## src/rtl/core/assert_macros.svh

```systemverilog
// Assertion macros shared by the RTL of the Life stencil block.
// Define NO_ASSERTIONS to compile them out; no other dependencies.
`ifndef ASSERT_MACROS_SVH
`define ASSERT_MACROS_SVH

`ifndef NO_ASSERTIONS
`define LGS_ASSERT_IMPLY(label, clk, rst_n, ante, cons) \
	label: assert property (@(posedge clk) disable iff (!rst_n) (ante) |-> (cons)) \
		else $error("implication check failed");
`define LGS_ASSERT_NEXT(label, clk, rst_n, ante, cons) \
	label: assert property (@(posedge clk) disable iff (!rst_n) (ante) |=> (cons)) \
		else $error("next-cycle check failed");
`else
`define LGS_ASSERT_IMPLY(label, clk, rst_n, ante, cons)
`define LGS_ASSERT_NEXT(label, clk, rst_n, ante, cons)
`endif

`endif

```

## src/rtl/core/lgs_pkg.sv

```systemverilog
`timescale 1ns / 1ps
// Package for the Life generation stencil: sizes, register map, stage word, count helper.
// No dependencies.
package lgs_pkg;

	localparam int MAX_WIDTH_DEF  = 1024;
	localparam int MAX_HEIGHT_DEF = 1024;

	localparam int DIM_W   = 11;
	localparam int COORD_W = 10;
	localparam int DATA_W  = 32;
	localparam int ADDR_W  = 3;

	localparam logic [DIM_W-1:0] GRID_WIDTH_RST  = 11'd1000;
	localparam logic [DIM_W-1:0] GRID_HEIGHT_RST = 11'd1000;

	typedef enum logic {
		REG_GRID_WIDTH  = 1'b0,
		REG_GRID_HEIGHT = 1'b1
	} reg_sel_t;

	// one accepted word after the row-store read stage
	typedef struct packed {
		logic               bot;
		logic               top_en;
		logic               mid_en;
		logic               first_col;
		logic               emit;
		logic               last;
		logic [COORD_W-1:0] col;
		logic [COORD_W-1:0] row;
	} stage_t;

	function automatic logic [1:0] ones3(input logic [2:0] v);
		return 2'(v[0]) + 2'(v[1]) + 2'(v[2]);
	endfunction

endpackage

```

## src/rtl/core/life_generation_stencil.sv

```systemverilog
`timescale 1ns / 1ps
// Life generation stencil (B3/S23) over a raster stream, top level.
// Depends on lgs_pkg and assert_macros.svh.
//
// While unstalled, one cell word is taken every clock; a word is held in the row-store read
// stage, then its result, if any, enters the output register; the pipeline is two registers
// deep and runs at one word per cycle, set by the single read and single write per
// cycle on the row store. The result for cell k leaves with word k+W+1, so append W+1 padding
// words to each frame of W*H cells; frame_last marks the last cell. Row stores are never
// cleared: rows outside the current frame are masked dead, so no clearing pass follows reset.
// Writing grid_width or grid_height restarts the frame and must only happen while idle.
`include "assert_macros.svh"

module life_generation_stencil #(
	parameter int MAX_WIDTH  = lgs_pkg::MAX_WIDTH_DEF,
	parameter int MAX_HEIGHT = lgs_pkg::MAX_HEIGHT_DEF
) (
	input  logic                       clk,
	input  logic                       arst_n,
	input  logic                       psel,
	input  logic                       penable,
	input  logic                       pwrite,
	input  logic [lgs_pkg::ADDR_W-1:0] paddr,
	input  logic [lgs_pkg::DATA_W-1:0] pwdata,
	output logic [lgs_pkg::DATA_W-1:0] prdata,
	output logic                       pready,
	input  logic                       cell_valid,
	output logic                       cell_stall,
	input  logic                       cur_alive,
	output logic                       result_valid,
	input  logic                       result_stall,
	output logic                        next_alive,
	output logic [lgs_pkg::COORD_W-1:0] out_col,
	output logic [lgs_pkg::COORD_W-1:0] out_row,
	output logic                        frame_last
);

	localparam int CW = $clog2(MAX_WIDTH);
	localparam int WD = $clog2(MAX_WIDTH + 1);
	localparam int RW = $clog2(MAX_HEIGHT + 2);

	logic [lgs_pkg::DIM_W-1:0] grid_width_q, grid_height_q;
	logic [WD-1:0]             w_eff;
	logic [RW-1:0]             h_eff;

	logic [CW-1:0] col_q;
	logic [RW-1:0] row_q;

	logic          cfg_wr;
	logic          cell_acc;
	logic [WD-1:0] col_inc;
	logic          col_wrap;
	logic          first_col_c, last_c;
	logic [RW-1:0] er_full;
	logic [WD-1:0] ec_full;
	lgs_pkg::stage_t stage_c;

	logic            valid_s1;
	lgs_pkg::stage_t stage_s1;
	logic [CW-1:0]   idx_s1;
	logic [1:0]      rd_s1;
	logic            byp_s1;
	logic [1:0]      bypd_s1;

	logic [1:0] mem [MAX_WIDTH];
	logic       move_s1;
	logic       wr_en;
	logic [1:0] rd_eff;
	logic [1:0] wr_data;
	logic [2:0] newcol, e0, e1, e2;
	logic [3:0] n_live;
	logic       alive;

	logic [2:0] win_a_q, win_b_q;

	logic                        res_valid_q;
	logic                        next_alive_q, frame_last_q;
	logic [lgs_pkg::COORD_W-1:0] out_col_q, out_row_q;

	// config port
	assign pready = 1'b1;
	assign cfg_wr = psel && penable && pwrite;

	always_comb begin
		unique case (lgs_pkg::reg_sel_t'(paddr[2]))
			lgs_pkg::REG_GRID_WIDTH:  prdata = lgs_pkg::DATA_W'(grid_width_q);
			lgs_pkg::REG_GRID_HEIGHT: prdata = lgs_pkg::DATA_W'(grid_height_q);
			default:                  prdata = '0;
		endcase
	end

	always_ff @(posedge clk or negedge arst_n) begin
		if (!arst_n) begin
			grid_width_q  <= lgs_pkg::GRID_WIDTH_RST;
			grid_height_q <= lgs_pkg::GRID_HEIGHT_RST;
		end else if (cfg_wr) begin
			unique case (lgs_pkg::reg_sel_t'(paddr[2]))
				lgs_pkg::REG_GRID_WIDTH:  grid_width_q  <= pwdata[lgs_pkg::DIM_W-1:0];
				lgs_pkg::REG_GRID_HEIGHT: grid_height_q <= pwdata[lgs_pkg::DIM_W-1:0];
				default: ;
			endcase
		end
	end

	// clamp to 1..MAX
	always_comb begin
		if (grid_width_q == '0)
			w_eff = WD'(1);
		else if (32'(grid_width_q) > 32'(MAX_WIDTH))
			w_eff = WD'(MAX_WIDTH);
		else
			w_eff = WD'(grid_width_q);
		if (grid_height_q == '0)
			h_eff = RW'(1);
		else if (32'(grid_height_q) > 32'(MAX_HEIGHT))
			h_eff = RW'(MAX_HEIGHT);
		else
			h_eff = RW'(grid_height_q);
	end

	// input side: position counters and masks
	assign move_s1    = valid_s1 && (!stage_s1.emit || !res_valid_q || !result_stall);
	assign cell_stall = valid_s1 && !move_s1;
	assign cell_acc   = cell_valid && !cell_stall;

	assign col_inc     = WD'(col_q) + WD'(1);
	assign col_wrap    = col_inc >= w_eff;
	assign first_col_c = (col_q == '0);
	assign last_c      = (row_q == h_eff + RW'(1)) && first_col_c;
	assign er_full     = first_col_c ? row_q - RW'(2) : row_q - RW'(1);
	assign ec_full     = first_col_c ? w_eff - WD'(1) : WD'(col_q) - WD'(1);

	always_comb begin
		stage_c.bot       = cur_alive && (row_q < h_eff);
		stage_c.top_en    = (row_q >= RW'(2)) && ((row_q - RW'(2)) < h_eff);
		stage_c.mid_en    = (row_q >= RW'(1)) && ((row_q - RW'(1)) < h_eff);
		stage_c.first_col = first_col_c;
		stage_c.emit      = (row_q >= RW'(2)) || ((row_q == RW'(1)) && !first_col_c);
		stage_c.last      = last_c;
		stage_c.col       = lgs_pkg::COORD_W'(ec_full);
		stage_c.row       = lgs_pkg::COORD_W'(er_full);
	end

	always_ff @(posedge clk or negedge arst_n) begin
		if (!arst_n) begin
			col_q <= '0;
			row_q <= '0;
		end else if (cfg_wr) begin
			col_q <= '0;
			row_q <= '0;
		end else if (cell_acc) begin
			if (last_c) begin
				col_q <= '0;
				row_q <= '0;
			end else if (col_wrap) begin
				col_q <= '0;
				row_q <= row_q + RW'(1);
			end else begin
				col_q <= CW'(col_inc);
			end
		end
	end

	// row store: bit0 two rows up, bit1 one row up
	assign wr_en   = move_s1;
	assign rd_eff  = byp_s1 ? bypd_s1 : rd_s1;
	assign wr_data = {stage_s1.bot, rd_eff[1]};

	always_ff @(posedge clk) begin
		if (wr_en)
			mem[idx_s1] <= wr_data;
		if (cell_acc)
			rd_s1 <= mem[col_q];
	end

	always_ff @(posedge clk) begin
		if (cell_acc) begin
			stage_s1 <= stage_c;
			idx_s1   <= col_q;
			byp_s1   <= wr_en && (idx_s1 == col_q);
			bypd_s1  <= wr_data;
		end
	end

	always_ff @(posedge clk or negedge arst_n) begin
		if (!arst_n)
			valid_s1 <= 1'b0;
		else if (cell_acc)
			valid_s1 <= 1'b1;
		else if (move_s1)
			valid_s1 <= 1'b0;
	end

	// window and rule
	assign newcol = {stage_s1.bot, rd_eff[1] & stage_s1.mid_en, rd_eff[0] & stage_s1.top_en};
	assign e0     = win_a_q;
	assign e1     = win_b_q;
	assign e2     = stage_s1.first_col ? 3'b000 : newcol;
	assign n_live = 4'(lgs_pkg::ones3(e0)) + 4'(lgs_pkg::ones3(e2)) + 4'(e1[0]) + 4'(e1[2]);
	assign alive  = (n_live == 4'd3) || ((n_live == 4'd2) && e1[1]);

	always_ff @(posedge clk or negedge arst_n) begin
		if (!arst_n) begin
			win_a_q <= '0;
			win_b_q <= '0;
		end else if (cfg_wr) begin
			win_a_q <= '0;
			win_b_q <= '0;
		end else if (move_s1) begin
			if (stage_s1.last) begin
				win_a_q <= '0;
				win_b_q <= '0;
			end else begin
				win_a_q <= stage_s1.first_col ? 3'b000 : win_b_q;
				win_b_q <= newcol;
			end
		end
	end

	// output register
	always_ff @(posedge clk or negedge arst_n) begin
		if (!arst_n)
			res_valid_q <= 1'b0;
		else if (move_s1 && stage_s1.emit)
			res_valid_q <= 1'b1;
		else if (!result_stall)
			res_valid_q <= 1'b0;
	end

	always_ff @(posedge clk) begin
		if (move_s1 && stage_s1.emit) begin
			next_alive_q <= alive;
			out_col_q    <= stage_s1.col;
			out_row_q    <= stage_s1.row;
			frame_last_q <= stage_s1.last;
		end
	end

	assign result_valid = res_valid_q;
	assign next_alive   = next_alive_q;
	assign out_col      = out_col_q;
	assign out_row      = out_row_q;
	assign frame_last   = frame_last_q;

	`LGS_ASSERT_IMPLY(a_stall_needs_s1, clk, arst_n, cell_stall, valid_s1)
	`LGS_ASSERT_IMPLY(a_row_bound, clk, arst_n, 1'b1, row_q <= h_eff + RW'(1))
	`LGS_ASSERT_IMPLY(a_last_pos, clk, arst_n, result_valid && frame_last,
		out_col == lgs_pkg::COORD_W'(w_eff - WD'(1)))
	`LGS_ASSERT_NEXT(a_frame_restart, clk, arst_n, cell_acc && last_c,
		row_q == '0 && col_q == '0)

endmodule
```

## config.mk

```make
export PLATFORM = sky130hd
export DESIGN_NAME = life_generation_stencil
export DESIGN_NICKNAME = d
export VERILOG_FILES = /design/src/rtl/core/lgs_pkg.sv /design/src/rtl/core/life_generation_stencil.sv
export VERILOG_INCLUDE_DIRS = /design/src /design/src/rtl/core
export SDC_FILE = /design/constraint.sdc
export NUM_CORES = 2
export LEC_CHECK = 0
export BUFFER_PORTS_ARGS = -buffer_cell sky130_fd_sc_hd__buf_4
export CAP_MARGIN = 20
export CORE_MARGIN = 4
export CORE_UTILIZATION = 40
export CTS_CLUSTER_SIZE = 16
export DETAILED_ROUTE_END_ITERATION = 7
export PLACE_DENSITY = 0.53
export SYNTH_ARGS = -nofsm -noshare
export SYNTH_HDL_FRONTEND = slang
export SYNTH_SLANG_ARGS = --single-unit
```

## constraint.sdc

```tcl
create_clock -name clk -period 13.8 [get_ports clk]
set_clock_uncertainty 0.2 [all_clocks]
set_input_delay 2.07 -clock clk [delete_from_list [all_inputs] [get_ports clk]]
set_output_delay 2.07 -clock clk [all_outputs]
set_load 0.02 [all_outputs]
```

# [After elaboration in Yosys (flattened, before gate mapping)]
# Memories as Yosys holds them, arrays and structs flattened. A register that Yosys moved wholly into a read port is not among the register bits.
# Index checks and enable logic that the tools add are counted.
[totals] reg_bits=112 latch_bits=0 mem_bits_rw=2048 mem_bits_ro=0 output_inout_bits=57 memories=1
[classes] n_addsub=14 n_mul=0 div_mod_pow=0 order_cmp=8 n_eq_ne=6 shifts=0 n_mux=30 bitwise_logic=3 n_reduce_logical=33
[mem_list] memory="mem" words=1024 width=2 rd=1 rd_clocked_by_memory_dff=1 write_ports=1 line_no="life_generation_stencil.sv:65" rtl="logic [1:0] mem [MAX_WIDTH];"
[ops] cell="2-to-1 mux 11 bit" count=8
[ops] cell="case mux 32 bit (2 select lines)" count=1
[ops] cell="2-to-1 mux 10 bit" count=6
[ops] cell="less-than comparator 11 bit" count=3
[ops] cell="2-to-1 mux 3 bit" count=8
[ops] cell="adder 11 x 1 -> 11 bit (second input constant)" count=2
[ops] cell="greater-than comparator 11 bit (second input constant)" count=2
[ops] cell="logical NOT 11 bit" count=2
[ops] cell="subtractor 10 x 1 -> 10 bit (second input constant)" count=2
[ops] cell="logical AND 1 bit" count=13
[ops] cell="adder 10 x 1 -> 11 bit (second input constant)" count=1
[ops] cell="equality test 11 x 1 -> 1 bit (second input constant)" count=1
[ops] cell="equality test 11 bit" count=1
[ops] cell=">= comparator 11 x 1 -> 1 bit (second input constant)" count=1
[ops] cell=">= comparator 11 bit" count=1
[ops] cell=">= comparator 11 x 2 -> 1 bit (second input constant)" count=1
[ops] cell="subtractor 11 x 1 -> 11 bit (second input constant)" count=1
[ops] cell="subtractor 11 x 2 -> 11 bit (second input constant)" count=1
[ops] cell="equality test 10 bit" count=1
[ops] cell="logical NOT 10 bit" count=1
[ops] cell="equality test 4 x 2 -> 1 bit (second input constant)" count=2
[ops] cell="logical NOT 1 bit" count=6
[ops] cell="2-to-1 mux 1 bit" count=6
[ops] cell="AND reduction 2 bit" count=3
[ops] cell="other kinds (12)" count=20

# [Longest topological paths before layout]
[logic_depth] word_depth=11 mapped_depth=20 ltp_nobuf=15

# [Least setup slack after synthesis]
# Ideal clock, no wire load.
[synth_path] kind="reg2reg" from="reg stage_s1 (netlist bit newcol[2])" to="reg bypd_s1[1], data pin" setup_ns=2.678 arrival_ns=12.053 required_ns=10.922 setup_slack_ns=-1.131 path_stages_with_launch=1 period_less_slack_ns=14.931 path_cell_list="edfxtp_1"
[synth_lines] element="start, declared" line_no="life_generation_stencil.sv:59" rtl="lgs_pkg::stage_t stage_s1;"
[synth_lines] element="start signal, assigned" line_no="life_generation_stencil.sv:178" rtl="stage_s1 <= stage_c;"
[synth_lines] element="end signal, assigned" line_no="life_generation_stencil.sv:181" rtl="bypd_s1 <= wr_data;"
[synth_lines] element="end, declared" line_no="life_generation_stencil.sv:63" rtl="logic [1:0] bypd_s1;"
# No word-level cell between the ends.

==> metrics.cfg <==
[sta]
drv_slew=0
fin_crit_sh_pct=44.4
hold_viol_final=0
finalCriticalPeriod_ns=6.13
slew_headroom_pct=16.0
setup_viol_count_final=0
tns_ns=0
clock.fmax_ghz=0.163
rsz0062_at_grt=false
max_slew.worst_pin.slew_ns=1.25
setup_ws_ns=7.67

[clock_tree]
cts_buffer_depth=3
numCtsBuffers=220
h-tree-depth=4
clk_pin_slew_ns=0.07
insertion_delay_ns=0.88
postCtsHoldBufs=0
cts_tree=yes
cts-root-buf=clkbuf_16
postCtsSetupBuffers=0
cts_sinks=2162
post_cts_resized=0

[logic_synthesis]
syn-cell-area_um2=90600
synth_xor_area_share_pct=0.527
ys_seq_elements=2162
synth_top_family_by_area=multiplexers
synth_top_area_share_pct=69.9
synth_fa_ha_area_share_pct=0.875
synthTopCellsByArea=edfxtp_1 70%, mux4_2 12%, nor2_1 4.7%
ys.flop_type=edfxtp_1
synth_cells=5480
synth_area_leader_cell=edfxtp_1
synth_edf_count=2111
synth_warnings=0
postSynthAreaPerCell_um2=16.5
synth_seq_area_share_pct=71.4
synthArstFlopShare_pct=2.36
synth_compound_area_share_pct=3.34
synth_mux_area_share_pct=14.0
synth.most_common_cell=edfxtp_1
synth_common_cells=2,111 x edfxtp_1, 1,136 x nor2_1, 473 x mux4_2
ys_types=82
yosys.area_share.simple_pct=7.32

[floorplanning]
rows=174
dieWidth_um=484
io_pins=100
start_util_pct=40.3
core_um2=225000
dieArea_um2=234000
die_y_um=484

[global_routing]
gr-total-overflow=0
track_usage_pct=23.0
grt_pass1_wl_mm=386
antenna_found_initial=12
grt_max_degree=245
grt_pass1_vias=51200

[drt]
vias=50800
vias_per_cell=5.84
drtIter0Drc=6648
dr.pass1.iters=5
ant_nets=0
drc_errors=0
post_drt_wl_per_cell_um=31.3
drt_wl_total_mm=272

[final_layout]
drive_above_1_share_pct=20.2
multi_input_comb_area_um2=23900
fillers=19700
layoutNonFillerInstCount=8690
finalNetCount=5609
area_growth_pct=12.1
seqCellArea_um2=64700

[place]
dp_cells=8272
dp_slack_ns=7.66
portBuffers=54
place_congestion=0.863
dpl.hpwl_mm=159

[power]
p_per_area_nw_per_um2=190
leakage_nw=31.3
power_w=0.0193
ir_drop_v=0.000186

[critical_path]
crit_top_cell=buf_4
required_ns=14.21
max_stage_delay_ns=0.73
r2r_setup_slack_ns=7.67
critical_path_arrival_ns=6.54
start_kind=flop
cp_max_fo=100
crit_type=flop to flop
crit_slowest_cell=buf_4
endpoint_kind=flop
worstPathCellList=buf_4 > buf_4 > buf_12 > mux4_2 > a22o_1 > a221oi_1 > a2bb2oi_1 > o41ai_1 > a41o_1 > o21ai_1 > nand3_1 > a31oi_1

[worst_hold_path]
hp-class=flop to flop

[status]
status=complete, no violations

[run]
maxCapViolCount=0

==> area by class of cell <==
type | count | share of cell area [%]
clock buffers | 252 | 5.62
inverters | 40 | 0.153
diodes | 5 | 0.0123
well taps | 2992 | 3.68
repair buffers | 226 | 1.90
multi-input cells | 2855 | 23.5
flip-flops and latches | 2162 | 63.7
clock inverters | 158 | 1.44
==> cells in the final DEF (no fill, tap or decap), drive strengths merged, types with 15 or more instances in the layout <==
cell and n:
nor3 35, mux4 473, a211oi 15, a22oi 90, buf 225, nor2b 28, inv 46, mux2i 154
a21oi 84, nand4 20, conb 22, o22ai 40, clkinv 121, o21ai 67, and3 15, ha 57
bufinv 24, nor2 1137, edfxtp 2111, a31oi 15, o211ai 17, mux2 46, nand2 212, nor4 16
dfrtp 39, clkbuf 253, nand3 66, nand2b 21, xnor2 41
==> worst max-delay path: cells and delay by family (launching register included) <==
family / cells / cell delay (ns)
compound gates: 7 / 1.81
buf+inv: 3 / 2.00
flops: 1 / 0.67
mux: 1 / 0.60
simple gates: 1 / 0.27
==> worst paths after layout <==
| path | startpoint | end | cells after the start |
|---|---|---|---|
| worst max-delay path | col_q[0] | rd_s1[0] | 12 |
| worst min-delay path | stage_s1[2] | out_row[2] | 0 |
| worst max register to register | col_q[0] | rd_s1[0] | 12 |
| worst min register to register | stage_s1[2] | out_row[2] | 0 |
| max in group asynchronous | arst_n | col_q[0] | 1 |
| min in group asynchronous | arst_n | result_valid | 1 |
==> flip-flops by register name, summed over array words and instances, names as in the netlist, 3 cells and up <==
register       flops
grid_height_q     11
e1                 3
out_col           10
out_row           10
e0                 3
row_q             11
col_q             10
grid_width_q      11
idx_s1            10
mem             2048
stage_s1          25
==> metrics by stage <==
| stage | hold WS (ns) | cell area, µm² | util (%) |
|---|---|---|---|
| after CTS | 0.220 | 102000 | 45.1 |
| after floorplan | 0.200 | 90700 | - |
| final | 0.218 | 102000 | 45.2 |
| after global routing | 0.224 | 102000 | 45.1 |
| after detailed placement | 0.206 | 94400 | 41.9 |
| after global placement | 0.205 | 94200 | 41.8 |
==> power by group <==
| group | internal, W | switching, W |
|---|---|---|
| clock network | 0.00341 | 0.00257 |
| registers | 0.00792 | 0.000136 |
| logic | 0.00196 | 0.00333 |
==> routing by layer <==
layer	share of wire, %	vias up	GRT usage (%)	wire length [µm]
li1	-	21300	-	-
met1	42	27000	32.9	116000
met2	47	2102	36.1	128000
met3	7.4	423	3.84	20100
met4	3.3	0	7.20	8870
met5	0	-	0	0
==> logic make-up (layout without fill, tap and decap cells) <==
logic type | count (synthesis) | after routing
XOR/XNOR | 53 | 53
AND/OR/NAND/NOR | 1602 | 1602
buffers and inverters | 483 | 676
AO/OA/AOI/OAI | 444 | 444
other | 2 | 27
multiplexers | 673 | 673
flip-flops | 2162 | 2162
adder cells (fa/ha/maj) | 61 | 61
Note: power is estimated with default switching activity, not from simulation.
